==> src/uep0_pkg.sv <==
package uep0_pkg;

    // Bus event codes carried in the input tuser.
    localparam logic [1:0] OP_SETUP    = 2'd0;
    localparam logic [1:0] OP_TX_READY = 2'd1;
    localparam logic [1:0] OP_CONNECT  = 2'd2;

    // Result actions.
    localparam logic [3:0] ACT_NONE       = 4'd0;
    localparam logic [3:0] ACT_STATUS     = 4'd1;
    localparam logic [3:0] ACT_HUB_SET    = 4'd2;
    localparam logic [3:0] ACT_HUB_CLEAR  = 4'd3;
    localparam logic [3:0] ACT_DATA_START = 4'd4;
    localparam logic [3:0] ACT_SET_ADDR   = 4'd5;
    localparam logic [3:0] ACT_SET_CONFIG = 4'd6;
    localparam logic [3:0] ACT_CHUNK      = 4'd7;
    localparam logic [3:0] ACT_APPLY_ADDR = 4'd8;
    localparam logic [3:0] ACT_FORWARD    = 4'd9;
    localparam logic [3:0] ACT_RESET      = 4'd10;

    // Data sources.
    localparam logic [1:0] SRC_NONE       = 2'd0;
    localparam logic [1:0] SRC_DEVICE     = 2'd1;
    localparam logic [1:0] SRC_CONFIG     = 2'd2;
    localparam logic [1:0] SRC_HUB_STATUS = 2'd3;

    // bmRequestType values.
    localparam logic [7:0] RT_HUB_CLASS_IN  = 8'hA3;
    localparam logic [7:0] RT_HUB_CLASS_OUT = 8'h23;
    localparam logic [7:0] RT_STD_DEVICE    = 8'h00;
    localparam logic [7:0] RT_STD_DEV_IN    = 8'h80;
    localparam logic [7:0] RT_STD_IFACE     = 8'h01;
    localparam logic [7:0] RT_STD_ENDPOINT  = 8'h02;

    // bRequest values.
    localparam logic [7:0] RC_GET_STATUS    = 8'h00;
    localparam logic [7:0] RC_CLEAR_FEATURE = 8'h01;
    localparam logic [7:0] RC_SET_FEATURE   = 8'h03;
    localparam logic [7:0] RC_SET_ADDRESS   = 8'h05;
    localparam logic [7:0] RC_GET_DESC      = 8'h06;
    localparam logic [7:0] RC_SET_CONFIG    = 8'h09;
    localparam logic [7:0] RC_SET_IFACE     = 8'h0B;

    // Descriptor types in the high byte of wValue.
    localparam logic [7:0] DT_DEVICE = 8'h01;
    localparam logic [7:0] DT_CONFIG = 8'h02;

    localparam logic [15:0] HUB_STATUS_BYTES = 16'd4;
    localparam logic [6:0]  MPS_MIN          = 7'd8;
    localparam logic [6:0]  MPS_MAX          = 7'd64;

    // Configuration register indexes.
    localparam logic [1:0] CFG_MAX_PACKET  = 2'd0;
    localparam logic [1:0] CFG_DEVICE_LEN  = 2'd1;
    localparam logic [1:0] CFG_CONFIG_LEN  = 2'd2;
    localparam logic [1:0] CFG_DESC_PRESENT = 2'd3;

    typedef struct packed {
        logic [1:0]  operation;
        logic [7:0]  request_type;
        logic [7:0]  request_code;
        logic [15:0] setup_value;
        logic [15:0] setup_index;
        logic [15:0] setup_length;
    } t_item;

    typedef struct packed {
        logic [6:0]  max_packet_size;
        logic [7:0]  device_desc_length;
        logic [15:0] config_desc_length;
        logic        descriptors_present;
    } t_cfg;

    typedef struct packed {
        logic        data_stage_active;
        logic [15:0] bytes_remaining;
        logic [15:0] source_offset;
        logic [1:0]  active_source;
        logic [7:0]  held_address;
        logic        address_waiting;
    } t_state;

    typedef struct packed {
        logic [3:0]  action;
        logic [1:0]  data_source;
        logic [7:0]  out_request_type;
        logic [7:0]  out_request_code;
        logic [15:0] out_value;
        logic [15:0] out_index;
        logic [15:0] out_length;
        logic [7:0]  device_address;
        logic [15:0] chunk_offset;
        logic [6:0]  chunk_count;
        logic        last;
    } t_result;

endpackage

==> src/uep0_decode.sv <==
module uep0_decode
    import uep0_pkg::*;
(
    input  t_item   i_item,
    input  t_state  i_state,
    input  t_cfg    i_cfg,
    output t_result o_res0,
    output t_result o_res1,
    output logic    o_two,
    output t_state  o_next
);

    logic        decode;
    logic [3:0]  cls_action;
    logic        start;
    logic [1:0]  start_src;
    logic [15:0] start_total;
    logic [15:0] desc_len;
    logic [6:0]  mps;
    logic [6:0]  cnt;
    t_state      chunk_in;
    t_state      chunk_next;
    t_result     chunk_res;
    t_result     echo;

    assign decode = (i_item.operation == OP_SETUP) && !i_state.data_stage_active;

    // Request classification.
    always_comb begin
        cls_action  = ACT_FORWARD;
        start       = 1'b0;
        start_src   = SRC_NONE;
        desc_len    = 16'd0;
        if (i_item.request_type == RT_HUB_CLASS_IN ||
            i_item.request_type == RT_HUB_CLASS_OUT) begin
            if (i_item.request_code == RC_SET_FEATURE) begin
                cls_action = ACT_HUB_SET;
            end else if (i_item.request_code == RC_CLEAR_FEATURE) begin
                cls_action = ACT_HUB_CLEAR;
            end else if (i_item.request_code == RC_GET_STATUS) begin
                cls_action = ACT_DATA_START;
                start      = 1'b1;
                start_src  = SRC_HUB_STATUS;
            end
        end else if (i_item.request_type == RT_STD_DEVICE) begin
            if (i_item.request_code == RC_SET_ADDRESS) begin
                cls_action = ACT_SET_ADDR;
            end else if (i_item.request_code == RC_SET_CONFIG) begin
                cls_action = ACT_SET_CONFIG;
            end
        end else if (i_item.request_type == RT_STD_DEV_IN) begin
            if (i_item.request_code == RC_GET_DESC && i_cfg.descriptors_present) begin
                if (i_item.setup_value[15:8] == DT_DEVICE) begin
                    cls_action = ACT_DATA_START;
                    start      = 1'b1;
                    start_src  = SRC_DEVICE;
                    desc_len   = {8'd0, i_cfg.device_desc_length};
                end else if (i_item.setup_value[15:8] == DT_CONFIG) begin
                    cls_action = ACT_DATA_START;
                    start      = 1'b1;
                    start_src  = SRC_CONFIG;
                    desc_len   = i_cfg.config_desc_length;
                end
            end
        end else if (i_item.request_type == RT_STD_IFACE) begin
            if (i_item.request_code == RC_SET_IFACE) begin
                cls_action = ACT_STATUS;
            end
        end else if (i_item.request_type == RT_STD_ENDPOINT) begin
            if (i_item.request_code == RC_CLEAR_FEATURE) begin
                cls_action = ACT_STATUS;
            end
        end
    end

    // Hub status is always four bytes; descriptors are capped by wLength.
    always_comb begin
        if (start_src == SRC_HUB_STATUS) begin
            start_total = HUB_STATUS_BYTES;
        end else if (desc_len > i_item.setup_length) begin
            start_total = i_item.setup_length;
        end else begin
            start_total = desc_len;
        end
    end

    // One chunk unit serves both the first chunk of a new data stage and
    // every later chunk.
    always_comb begin
        chunk_in = i_state;
        if (decode && start) begin
            chunk_in.data_stage_active = 1'b1;
            chunk_in.bytes_remaining   = start_total;
            chunk_in.source_offset     = 16'd0;
            chunk_in.active_source     = start_src;
        end
    end

    always_comb begin
        if (i_cfg.max_packet_size < MPS_MIN) begin
            mps = MPS_MIN;
        end else if (i_cfg.max_packet_size > MPS_MAX) begin
            mps = MPS_MAX;
        end else begin
            mps = i_cfg.max_packet_size;
        end
        if (chunk_in.bytes_remaining > {9'd0, mps}) begin
            cnt = mps;
        end else begin
            cnt = chunk_in.bytes_remaining[6:0];
        end
    end

    always_comb begin
        chunk_res              = '0;
        chunk_res.action       = ACT_CHUNK;
        chunk_res.data_source  = chunk_in.active_source;
        chunk_res.chunk_offset = chunk_in.source_offset;
        chunk_res.chunk_count  = cnt;
        chunk_next                 = chunk_in;
        chunk_next.source_offset   = chunk_in.source_offset + {9'd0, cnt};
        chunk_next.bytes_remaining = chunk_in.bytes_remaining - {9'd0, cnt};
        if (chunk_next.bytes_remaining == 16'd0) begin
            chunk_next.data_stage_active = 1'b0;
            chunk_next.active_source     = SRC_NONE;
        end
    end

    always_comb begin
        echo                  = '0;
        echo.action           = cls_action;
        echo.out_request_type = i_item.request_type;
        echo.out_request_code = i_item.request_code;
        echo.out_value        = i_item.setup_value;
        echo.out_index        = i_item.setup_index;
        echo.out_length       = i_item.setup_length;
    end

    always_comb begin
        o_res0 = '0;
        o_res1 = '0;
        o_two  = 1'b0;
        o_next = i_state;
        if (decode) begin
            o_res0 = echo;
            if (start) begin
                o_res0.data_source = start_src;
                o_res0.out_length  = start_total;
                o_res1             = chunk_res;
                o_two              = 1'b1;
                o_next             = chunk_next;
            end else if (cls_action == ACT_SET_ADDR) begin
                o_res0.device_address  = i_item.setup_value[7:0];
                o_next.held_address    = i_item.setup_value[7:0];
                o_next.address_waiting = 1'b1;
            end
        end else if (i_item.operation == OP_SETUP || i_item.operation == OP_TX_READY) begin
            if (i_state.data_stage_active) begin
                o_res0 = chunk_res;
                o_next = chunk_next;
            end else if (i_state.address_waiting) begin
                o_res0.action          = ACT_APPLY_ADDR;
                o_res0.device_address  = i_state.held_address;
                o_next.address_waiting = 1'b0;
            end
        end else if (i_item.operation == OP_CONNECT) begin
            o_res0.action            = ACT_RESET;
            o_next.data_stage_active = 1'b0;
            o_next.address_waiting   = 1'b0;
        end
        if (o_two) begin
            o_res1.last = 1'b1;
        end else begin
            o_res0.last = 1'b1;
        end
    end

endmodule

==> src/uep0_out_fifo.sv <==
module uep0_out_fifo
    import uep0_pkg::*;
(
    input  logic    i_clk,
    input  logic    i_rst_n,
    input  logic    i_push,
    input  logic    i_two,
    input  t_result i_res0,
    input  t_result i_res1,
    output logic [1:0] o_free,
    output logic    o_valid,
    input  logic    i_ready,
    output t_result o_res
);

    t_result    r_mem [0:1];
    logic       r_wr_ptr;
    logic       r_rd_ptr;
    logic [1:0] r_count;
    logic       pop;
    logic [1:0] n_count;

    assign o_valid = (r_count != 2'd0);
    assign pop     = o_valid && i_ready;
    assign o_res   = r_mem[r_rd_ptr];
    // Free slots once this cycle's transfer has left.
    assign o_free  = 2'd2 - r_count + {1'b0, pop};

    always_comb begin
        n_count = r_count - {1'b0, pop};
        if (i_push) begin
            n_count = n_count + (i_two ? 2'd2 : 2'd1);
        end
    end

    always_ff @(posedge i_clk) begin
        if (i_push) begin
            r_mem[r_wr_ptr] <= i_res0;
            if (i_two) begin
                r_mem[~r_wr_ptr] <= i_res1;
            end
        end
    end

    always_ff @(posedge i_clk) begin
        if (!i_rst_n) begin
            r_wr_ptr <= 1'b0;
            r_rd_ptr <= 1'b0;
            r_count  <= 2'd0;
        end else begin
            r_count <= n_count;
            if (pop) begin
                r_rd_ptr <= ~r_rd_ptr;
            end
            if (i_push) begin
                r_wr_ptr <= r_wr_ptr ^ ~i_two;
            end
        end
    end

endmodule

==> src/usb_ep0_control_request_handler_top.sv <==
// USB device endpoint-zero control handler.
// The slave stream carries one bus event per transfer: tuser holds the event
// code (setup packet, endpoint-zero transmit ready, cable connect) and tdata
// the decoded setup packet fields. The master stream returns one or two
// result transfers per event; tlast marks the final result of an event.
// A hub-class get status, or a get descriptor for the device or configuration
// descriptor while descriptors are installed, yields a data start result and
// then the first chunk; each later transmit-ready or setup event in the data
// stage yields the next chunk. A set address is held and reported as an apply
// address on the next transmit-ready event outside a data stage.
// An accepted event is registered, decoded combinationally and written into a
// two-entry result buffer that drives the master side. One event per cycle when
// it gives one result and the receiver takes each; an event with two results
// waits until both fit, as the buffer gives one read transfer per cycle.
// Reset clears the endpoint state and loads the configuration defaults
// (packet size 8, device descriptor 18 bytes, no descriptors installed).
// When the receiver stalls, results wait in the buffer and the input register
// holds one more event; tready drops once both are full.
// Configuration writes are taken at any edge with i_cfg_we high, but are
// only meant while the block is idle.
module usb_ep0_control_request_handler_top
    import uep0_pkg::*;
(
    input  logic        i_clk,
    input  logic        i_rst_n,
    // Slave stream.
    input  logic        i_s_axis_tvalid,
    output logic        o_s_axis_tready,
    // [7:0] request_type, [15:8] request_code, [31:16] setup_value,
    // [47:32] setup_index, [63:48] setup_length
    input  logic [63:0] i_s_axis_tdata,
    // [1:0] operation
    input  logic [1:0]  i_s_axis_tuser,
    // Master stream.
    output logic        o_m_axis_tvalid,
    input  logic        i_m_axis_tready,
    // [7:0] out_request_type, [15:8] out_request_code, [31:16] out_value,
    // [47:32] out_index, [63:48] out_length, [71:64] device_address,
    // [87:72] chunk_offset, [94:88] chunk_count, [95] zero
    output logic [95:0] o_m_axis_tdata,
    // [3:0] action, [5:4] data_source
    output logic [5:0]  o_m_axis_tuser,
    output logic        o_m_axis_tlast,
    // Configuration write port.
    input  logic        i_cfg_we,
    input  logic [1:0]  i_cfg_index,
    input  logic [15:0] i_cfg_data
);

    t_item      r_in;
    logic       r_in_valid;
    t_cfg       r_cfg;
    t_state     r_state;

    t_result    res0;
    t_result    res1;
    t_result    out_res;
    logic       two;
    t_state     n_state;
    logic [1:0] fifo_free;
    logic       consume;
    logic       s_accept;

    // The registered event moves on only when the buffer has room for all of
    // its results.
    assign consume         = r_in_valid && (fifo_free >= (two ? 2'd2 : 2'd1));
    assign o_s_axis_tready = !r_in_valid || consume;
    assign s_accept        = i_s_axis_tvalid && o_s_axis_tready;

    always_ff @(posedge i_clk) begin
        if (s_accept) begin
            r_in.operation    <= i_s_axis_tuser;
            r_in.request_type <= i_s_axis_tdata[7:0];
            r_in.request_code <= i_s_axis_tdata[15:8];
            r_in.setup_value  <= i_s_axis_tdata[31:16];
            r_in.setup_index  <= i_s_axis_tdata[47:32];
            r_in.setup_length <= i_s_axis_tdata[63:48];
        end
    end

    always_ff @(posedge i_clk) begin
        if (!i_rst_n) begin
            r_in_valid <= 1'b0;
            r_state    <= '0;
            r_cfg.max_packet_size     <= 7'd8;
            r_cfg.device_desc_length  <= 8'd18;
            r_cfg.config_desc_length  <= 16'd0;
            r_cfg.descriptors_present <= 1'b0;
        end else begin
            if (s_accept) begin
                r_in_valid <= 1'b1;
            end else if (consume) begin
                r_in_valid <= 1'b0;
            end
            if (consume) begin
                r_state <= n_state;
            end
            if (i_cfg_we) begin
                case (i_cfg_index)
                    CFG_MAX_PACKET:   r_cfg.max_packet_size     <= i_cfg_data[6:0];
                    CFG_DEVICE_LEN:   r_cfg.device_desc_length  <= i_cfg_data[7:0];
                    CFG_CONFIG_LEN:   r_cfg.config_desc_length  <= i_cfg_data;
                    CFG_DESC_PRESENT: r_cfg.descriptors_present <= i_cfg_data[0];
                    default: ;
                endcase
            end
        end
    end

    uep0_decode u_decode (
        .i_item  (r_in),
        .i_state (r_state),
        .i_cfg   (r_cfg),
        .o_res0  (res0),
        .o_res1  (res1),
        .o_two   (two),
        .o_next  (n_state)
    );

    uep0_out_fifo u_out_fifo (
        .i_clk   (i_clk),
        .i_rst_n (i_rst_n),
        .i_push  (consume),
        .i_two   (two),
        .i_res0  (res0),
        .i_res1  (res1),
        .o_free  (fifo_free),
        .o_valid (o_m_axis_tvalid),
        .i_ready (i_m_axis_tready),
        .o_res   (out_res)
    );

    assign o_m_axis_tdata = {1'b0, out_res.chunk_count, out_res.chunk_offset,
                             out_res.device_address, out_res.out_length,
                             out_res.out_index, out_res.out_value,
                             out_res.out_request_code, out_res.out_request_type};
    assign o_m_axis_tuser = {out_res.data_source, out_res.action};
    assign o_m_axis_tlast = out_res.last;

endmodule
==> config.mk <==
export PLATFORM = sky130hd
export DESIGN_NAME = usb_ep0_control_request_handler_top
export DESIGN_NICKNAME = d
export VERILOG_FILES = /design/src/uep0_pkg.sv /design/src/uep0_decode.sv /design/src/uep0_out_fifo.sv /design/src/usb_ep0_control_request_handler_top.sv
export SDC_FILE = /design/constraint.sdc
export NUM_CORES = 1
export LEC_CHECK = 0
export ABC_AREA = 0
export BUFFER_PORTS_ARGS = -buffer_cell sky130_fd_sc_hd__buf_2
export CORE_MARGIN = 5
export CORE_UTILIZATION = 45
export DETAILED_ROUTE_END_ITERATION = 12
export GPL_TIMING_DRIVEN = 0
export PLACE_DENSITY = 0.67
export SLEW_MARGIN = 25
export SYNTH_ARGS = -nofsm -noshare
export SYNTH_HDL_FRONTEND = slang
export SYNTH_SLANG_ARGS = --single-unit
==> constraint.sdc <==
create_clock -name i_clk -period 10.8 [get_ports i_clk]
set_input_delay 1.62 -clock i_clk [delete_from_list [all_inputs] [get_ports i_clk]]
set_output_delay 1.62 -clock i_clk [all_outputs]
set_load 0.01 [all_outputs]
=== Word level (Yosys, flattened, before mapping) ===
Memory sizes are Yosys's and may differ from the RTL's. A register that Yosys moved wholly into a read port is not among the register bits.
Index checks and enable logic that the tools add are counted.

* Reductions and logical operators: 29
* Mux-type cells: 88
* Bitwise operators: 5
* Equal/unequal tests: 24
* Order comparisons: 5
* $add $sub $neg: 6

{| class="wikitable"
|+ Operator list
! operator !! number
|-
| 102-bit two-way mux || 2
|-
| 16-bit two-way mux || 9
|-
| 101-bit two-way mux || 1
|-
| 98-bit two-way mux || 1
|-
| 4-bit two-way mux || 19
|-
| 35-bit two-way mux || 2
|-
| 66-bit two-way mux || 1
|-
| 44-bit two-way mux || 1
|-
| 43-bit two-way mux || 1
|-
| 42-bit two-way mux || 1
|-
| 8-bit two-way mux || 4
|-
| 1-bit two-way mux || 27
|-
| 2-bit two-way mux || 13
|-
| 8-bit by 1-bit equality test with 1-bit output (second input constant) || 3
|-
| 8-bit by 2-bit equality test with 1-bit output (second input constant) || 3
|-
| 24-bit two-way mux || 1
|-
| 7-bit two-way mux || 3
|-
| 9-bit two-way mux || 2
|-
| 16-bit by 7-bit adder with 16-bit output || 1
|-
| 8-bit by 3-bit equality test with 1-bit output (second input constant) || 2
|-
| 8-bit by 4-bit equality test with 1-bit output (second input constant) || 2
|-
| 8-bit equality test (second input constant) || 2
|-
| 16-bit greater-than comparator || 1
|-
| 16-bit by 7-bit greater-than comparator with 1-bit output || 1
|-
| other kinds (28) || 54
|}

* Output and inout bits: 105
* Register bits: 147
* Input port bits: 89
* Word-level logic and storage cells: 178
* Memory bits (writable): 204
* Memories kept: 1

{| class="wikitable"
|+ Memory list
! memory !! depth !! width !! read ports !! clocked after memory_dff !! wr ports !! line !! text
|-
| u_out_fifo.r_mem || 2 || 102 || 1 || 1 || 2 || uep0_out_fifo.sv:16 || <nowiki>t_result r_mem [0:1];</nowiki>
|}

=== Longest topological paths before layout ===
* Depth after elaboration: 19
* Mapped depth: 43
* Gate-level depth less buffers: 38

=== Modules after synthesis ===
A second synthesis with hierarchy kept.

* Cell total of the unflattened synthesis: 1721
* Area, all modules: 19950.4 sq um

{| class="wikitable"
|+ By module, submodules not included
! module !! times used !! area each (sq um) !! seq. area each (sq um) !! cells an instance
|-
| uep0_out_fifo || 1 || 10137.2 || 6226.0 || 577
|-
| usb_ep0_control_request_handler_top || 1 || 5111.2 || 3523.4 || 397
|-
| uep0_decode || 1 || 4702.0 || 0.0 || 747
|}

=== Worst setup path before layout ===
No wires, ideal clock.

* Path type: flip-flop to flip-flop
* Start: register r_in[52] (netlist bit)
* End: register r_state[10] (netlist bit)
* Stages on the path, launching flop included: 41
* Setup slack: 1932 ps
* Period minus slack after synthesis: 8868 ps
* Library setup time: 145 ps
* Arrival: 8723 ps
* Path buffers: 3
* Required time: 10655 ps
* Cells stage by stage: edfxtp_1 -> or4_4 -> or4_1 -> nor4_1 -> and2_1 -> ha_1 -> and4_1 -> nand4_1 -> a211oi_1 -> nand4b_1 -> clkbuf_1 -> nand2_1 -> clkbuf_1 -> a21oi_1 -> nor2_1 -> a21o_1 -> ha_1 -> nor2b_1 -> [5 not listed] -> nor2_1 -> or4b_1 -> buf_4 -> mux2_4 -> inv_1 -> ha_1 -> inv_1 -> fa_1 -> a21oi_1 -> nor2b_1 -> o21ai_0 -> a21oi_1 -> nor2b_1 -> or3b_2 -> mux2i_1 -> a31oi_1 -> a2111oi_0 -> a211oi_1

* Word-level cells in the longest chain between the ends: 18
* Elaborated cells on any way between the ends: 45
* Those cells by class: 1 x add/sub; 3 x order compare; 5 x eq/ne; 30 x mux; 6 x reduce/logical

{| class="wikitable"
|+ RTL lines
! element !! line !! text
|-
| start: declaration || usb_ep0_control_request_handler_top.sv:50 || <nowiki>t_item r_in;</nowiki>
|-
| 8-bit by 3-bit equality test with 1-bit output || uep0_decode.sv:52 || <nowiki>if (i_item.request_code == RC_GET_DESC && i_cfg.descriptors_present) begin</nowiki>
|-
| 1-bit logical AND || uep0_decode.sv:52 ||
|-
| 16-bit two-way mux || uep0_decode.sv:52 ||
|-
| 16-bit two-way mux || uep0_decode.sv:51 || <nowiki>end else if (i_item.request_type == RT_STD_DEV_IN) begin</nowiki>
|-
| 16-bit two-way mux || uep0_decode.sv:45 || <nowiki>end else if (i_item.request_type == RT_STD_DEVICE) begin</nowiki>
|-
| 16-bit two-way mux || uep0_decode.sv:34 || <nowiki>if (i_item.request_type == RT_HUB_CLASS_IN ||</nowiki>
|-
| 16-bit greater-than comparator || uep0_decode.sv:80 || <nowiki>end else if (desc_len > i_item.setup_length) begin</nowiki>
|-
| 16-bit two-way mux || uep0_decode.sv:80 ||
|-
| [2 not listed] || n/a ||
|-
| 16-bit by 7-bit greater-than comparator with 1-bit output || uep0_decode.sv:107 || <nowiki>if (chunk_in.bytes_remaining > {9'd0, mps}) begin</nowiki>
|-
| 7-bit two-way mux || uep0_decode.sv:107 ||
|-
| 16-bit by 7-bit subtractor with 16-bit output || uep0_decode.sv:122 || <nowiki>chunk_next.bytes_remaining = chunk_in.bytes_remaining - {9'd0, cnt};</nowiki>
|-
| 16-bit zero test || uep0_decode.sv:123 || <nowiki>if (chunk_next.bytes_remaining == 16'd0) begin</nowiki>
|-
| 2-bit two-way mux || uep0_decode.sv:123 ||
|-
| 43-bit two-way mux || uep0_decode.sv:158 || <nowiki>if (i_state.data_stage_active) begin</nowiki>
|-
| 42-bit two-way mux || uep0_decode.sv:157 || <nowiki>end else if (i_item.operation == OP_SETUP || i_item.operation == OP_TX_READY) begin</nowiki>
|-
| 44-bit two-way mux || uep0_decode.sv:144 || <nowiki>if (decode) begin</nowiki>
|-
| end signal: assignment || usb_ep0_control_request_handler_top.sv:96 || <nowiki>r_state <= n_state;</nowiki>
|-
| end: declaration || usb_ep0_control_request_handler_top.sv:53 || <nowiki>t_state r_state;</nowiki>
|}

Several ways; a longest one is shown, not always the timed one. The select of a mux whose other input is x is not followed.
A chain may end at the register's enable or synchronous reset.

=== Worst setup path in the final report ===
* Start: register r_in[57] (netlist bit)
* End: register r_state[10] (netlist bit)

* Word-level cells in the longest chain between the ends: 16
* Elaborated cells on any way between the ends: 36
* Those cells by class: 1 x add/sub; 3 x order compare; 5 x eq/ne; 21 x mux; 6 x reduce/logical

{| class="wikitable"
|+ RTL lines
! element !! line !! text
|-
| 8-bit equality test || uep0_decode.sv:51 ||
|-
| 16-bit two-way mux || uep0_decode.sv:51 ||
|-
| 16-bit two-way mux || uep0_decode.sv:45 ||
|-
| 16-bit two-way mux || uep0_decode.sv:34 ||
|-
| 16-bit greater-than comparator || uep0_decode.sv:80 ||
|-
| 16-bit two-way mux || uep0_decode.sv:80 ||
|-
| 16-bit two-way mux || uep0_decode.sv:78 || <nowiki>if (start_src == SRC_HUB_STATUS) begin</nowiki>
|-
| 35-bit two-way mux || uep0_decode.sv:91 || <nowiki>if (decode && start) begin</nowiki>
|-
| 16-bit by 7-bit greater-than comparator with 1-bit output || uep0_decode.sv:107 ||
|-
| 7-bit two-way mux || uep0_decode.sv:107 ||
|-
| 16-bit by 7-bit subtractor with 16-bit output || uep0_decode.sv:122 ||
|-
| 16-bit zero test || uep0_decode.sv:123 ||
|-
| 2-bit two-way mux || uep0_decode.sv:123 ||
|-
| 43-bit two-way mux || uep0_decode.sv:158 ||
|-
| 42-bit two-way mux || uep0_decode.sv:157 ||
|-
| 44-bit two-way mux || uep0_decode.sv:144 ||
|}

Several ways; a longest one is shown, not always the timed one. The select of a mux whose other input is x is not followed.

==> impl_results.md <==
* Area grow syn2layout at 17.8%
* Iter 0 DRT Violations at 1294
* Final cell count without fillers at 2500
* Core area at 36400 um2
* Layout cells sized above 1 at 0.201
* Type of the most critical hold path: reg2reg
* DRC Markers at 0
* Outcome: completed
* First-pass DRT Iterations at 6
* Initial antenna violation count at 0
* Antenna-violating nets left at 0
* Top FF cell, synth: dfxtp_1
* Post-Route Skew at approximately 0.018 ns
* Critical path peak fanout at 10
* Cell mode on critical path: nor2b_1
* Period Utilization, post-route at 0.939
* Synth top area cells: dfxtp_1 (28%), edfxtp_1 (22%), mux2_2 (7.0%)
* Max incr delay on CP at 0.60 ns
* Most frequent cells in the layout: dfxtp_1 (228), nand2_1 (207), a21oi_1 (200)
* DP Area at 18200 um2
* WL/cell at 20.5 um
* Post-synth EDFFs at 124
* Worst r2r src: r_in[57]$_DFFE_PP_
* Vias in the first global route at 13.9k
* CTS Sinks at 352
* WP data arrival at 10.56 ns
* Fmax achieved at just under 100 MHz
* Dominant cell type by area after synthesis: dfxtp_1
* Number of max-cap violations at 0
* Finished Cell Area at 19500 um2
* Starting Density at 0.454
* RD Place Congestion at 0.929
* Chip height at 202 um
* Drt total wl at 51.1 mm
* Mean Syn Cell Area at 9.41 um2
* Largest net degree at the start of global routing at 36
* Placed cells at 2423
* GRT Util Overall at 0.243
* Crit end category: flip-flop
* Hold EP: u_out_fifo.r_mem[1][80]$_SDFFE_PP0P_
* Rel. slew slack at 0.345
* Unique masters post-synth at 75
* Worst-case reg-to-reg path depth at 42
* Top-area cell type share of the netlist area at 0.276
* Vias at 14.3k
* Hold Crit Depth at 2
* Syn Inst Count at 1760
* Syn. warnings at 0
* Layout Nets at roughly 2.1k
* Crit path from: r_in[57]$_DFFE_PP_
* CTS buffer count at 38
* Count of pins over their slew limit at 0
* Skew-Pair Late Insertion Delay at 0.55 ns
* Hold Buf Count CTS at 0
* Total power per unit cell area at 234 nW/um2
* Mapped Nets at 1894
* Root Buffer: clkbuf_16
* Minimum clock period at 10.14 ns
* # H-tree levels at 2
* Async set-reset flop share out of synthesis at 0
* Synthesized flop and latch total at 352
* R2R Setup Slk at 0.66 ns
* IO buf count at 192
* Worst vdd ir at 125 uV
* Clk buf depth at 3
* Post-DR vias/cell at about 5.7
* Row count at 70
* Critical Path RT at 11.22 ns
* Die Wd at 202 um
* Global-route wire length before repair at about 79 mm
* Leakage power total at a little under 8 nW
* Slowest CP cell: or4_1
* Unrepaired setup endpoints after global routing: false
* Clock slew at reported path FFs at 0.06 ns
* Register area share after synthesis at 0.501
* CTS tree: yes
* Mapped Area at between 15000 and 20000 um2
* Detailed Place HPWL at around 38 mm
* Die ar. at 40700 um2
* Global route overflow at 0
* Startpoint types: flip-flop
* Setup violators final at 0
* Commonest non-fill, non-tap cell in the layout: dfxtp_1
* Worst R2R End: r_state[10]$_SDFFE_PN0P_
* Hold Violations, Final at 0
* I/O pin cnt at 194
* Hold wc startpoint: u_out_fifo.r_mem[1][80]$_SDFFE_PP0P_
* Worst-Margin Slew at 0.980 ns
* Critical path class: reg2reg
==> worst max-delay path: cells and delay by family, from the launching register on <==
family / cells / cell delay, ns
multiplexers: 2 / 0.39
buffers and inverters: 7 / 1.17
adder cells (fa/ha/maj): 4 / 0.89
flip-flops: 1 / 0.54
AND/OR/NAND/NOR: 14 / 3.90
AO/OA/AOI/OAI: 15 / 3.06
==> cell usage after synthesis (all sizes together) (10+ instances only) <==
master,count
a21oi,202
ha,43
nand2,209
nor2b,16
buf,18
nand2b,11
nand3,141
o21ai,63
nor4,16
or3,10
clkbuf,101
inv,46
edfxtp,124
a22oi,17
xnor2,14
mux2i,32
and2,19
nor2,145
and3,46
mux2,105
dfxtp,228
nand4,11
nor3,31
==> metrics by stage <==
stage          hold slack, ns   util  TNS (ns)  total power (W)  worst slack (ns)
2_1_floorplan           0.420      -         0          0.00274              1.93
3_3_place_gp            0.432  0.497    -0.557          0.00322            -0.282
3_5_place_dp            0.443  0.499   -0.0345          0.00327           -0.0226
4_1_cts                 0.452  0.533         0          0.00458             0.117
5_1_grt                 0.466  0.535         0          0.00480            0.0401
6_report                0.452  0.535         0          0.00457             0.662
==> state kept, by name, summed over array words and instances (netlist names), named ones only <==
signal,cells
u_out_fifo.r_rd_ptr,1
r_in_valid,1
r_cfg,32
u_out_fifo.r_mem,204
r_state,44
u_out_fifo.r_wr_ptr,1
r_in,66
u_out_fifo.r_count,2
==> power breakdown <==
| group | leakage (nW) | total, W | switching (W) | internal (W) |
|---|---|---|---|---|
| Combinational | 4.08 | 0.00140 | 0.000836 | 0.000565 |
| Sequential | 3.05 | 0.00185 | 0.000160 | 0.00169 |
| Clock | 0.614 | 0.00131 | 0.000544 | 0.000769 |
==> final cells by class <==
type | instances | area [um2]
antenna | 1 | 2.50
buffer | 118 | 467
clock buffer | 56 | 1110
clock inverter | 14 | 146
fill | 3339 | 16900
inverter | 46 | 173
multi-input combinational | 1243 | 7680
sequential | 352 | 8290
tap | 468 | 586
timing repair buffer | 202 | 1040
==> cells by family after synthesis <==
group,count (synthesis),synth area share
adder cells (fa/ha/maj),45,0.0349
other,1,0.000227
multiplexers,137,0.0924
AO/OA/AOI/OAI,347,0.120
XOR/XNOR,22,0.0116
AND/OR/NAND/NOR,691,0.201
flip-flops,352,0.501
buffers and inverters,165,0.0388
==> per-layer routing <==
metal  global-route usage  part of all wire  wire length [um]
met1                0.341              0.43             22200
met2                0.381              0.45             22900
met3               0.0372             0.078              3980
met4               0.0950             0.040              2060
met5                    0                 0                 0
==> what timing repair did <==
| item | in CTS | in global routing |
|---|---|---|
| buffers inserted | 0 | 7 |
| hold endpoints to repair | 0 | 0 |
| resized for setup | 1 | 7 |
| pin swaps | 0 | 1 |
| setup endpoints to repair | 2 | 3 |
==> worst max path at each step <==
stage	end	cells past startpoint
floorplan	r_state[10]$_SDFFE_PN0P_	40
global placement	r_state[10]$_SDFFE_PN0P_	40
global route	r_state[9]$_SDFFE_PN0P_	41
detailed placement	r_state[10]$_SDFFE_PN0P_	40
CTS	r_state[10]$_SDFFE_PN0P_	40
finish	r_state[10]$_SDFFE_PN0P_	42
(Power assumes the default switching activity.)
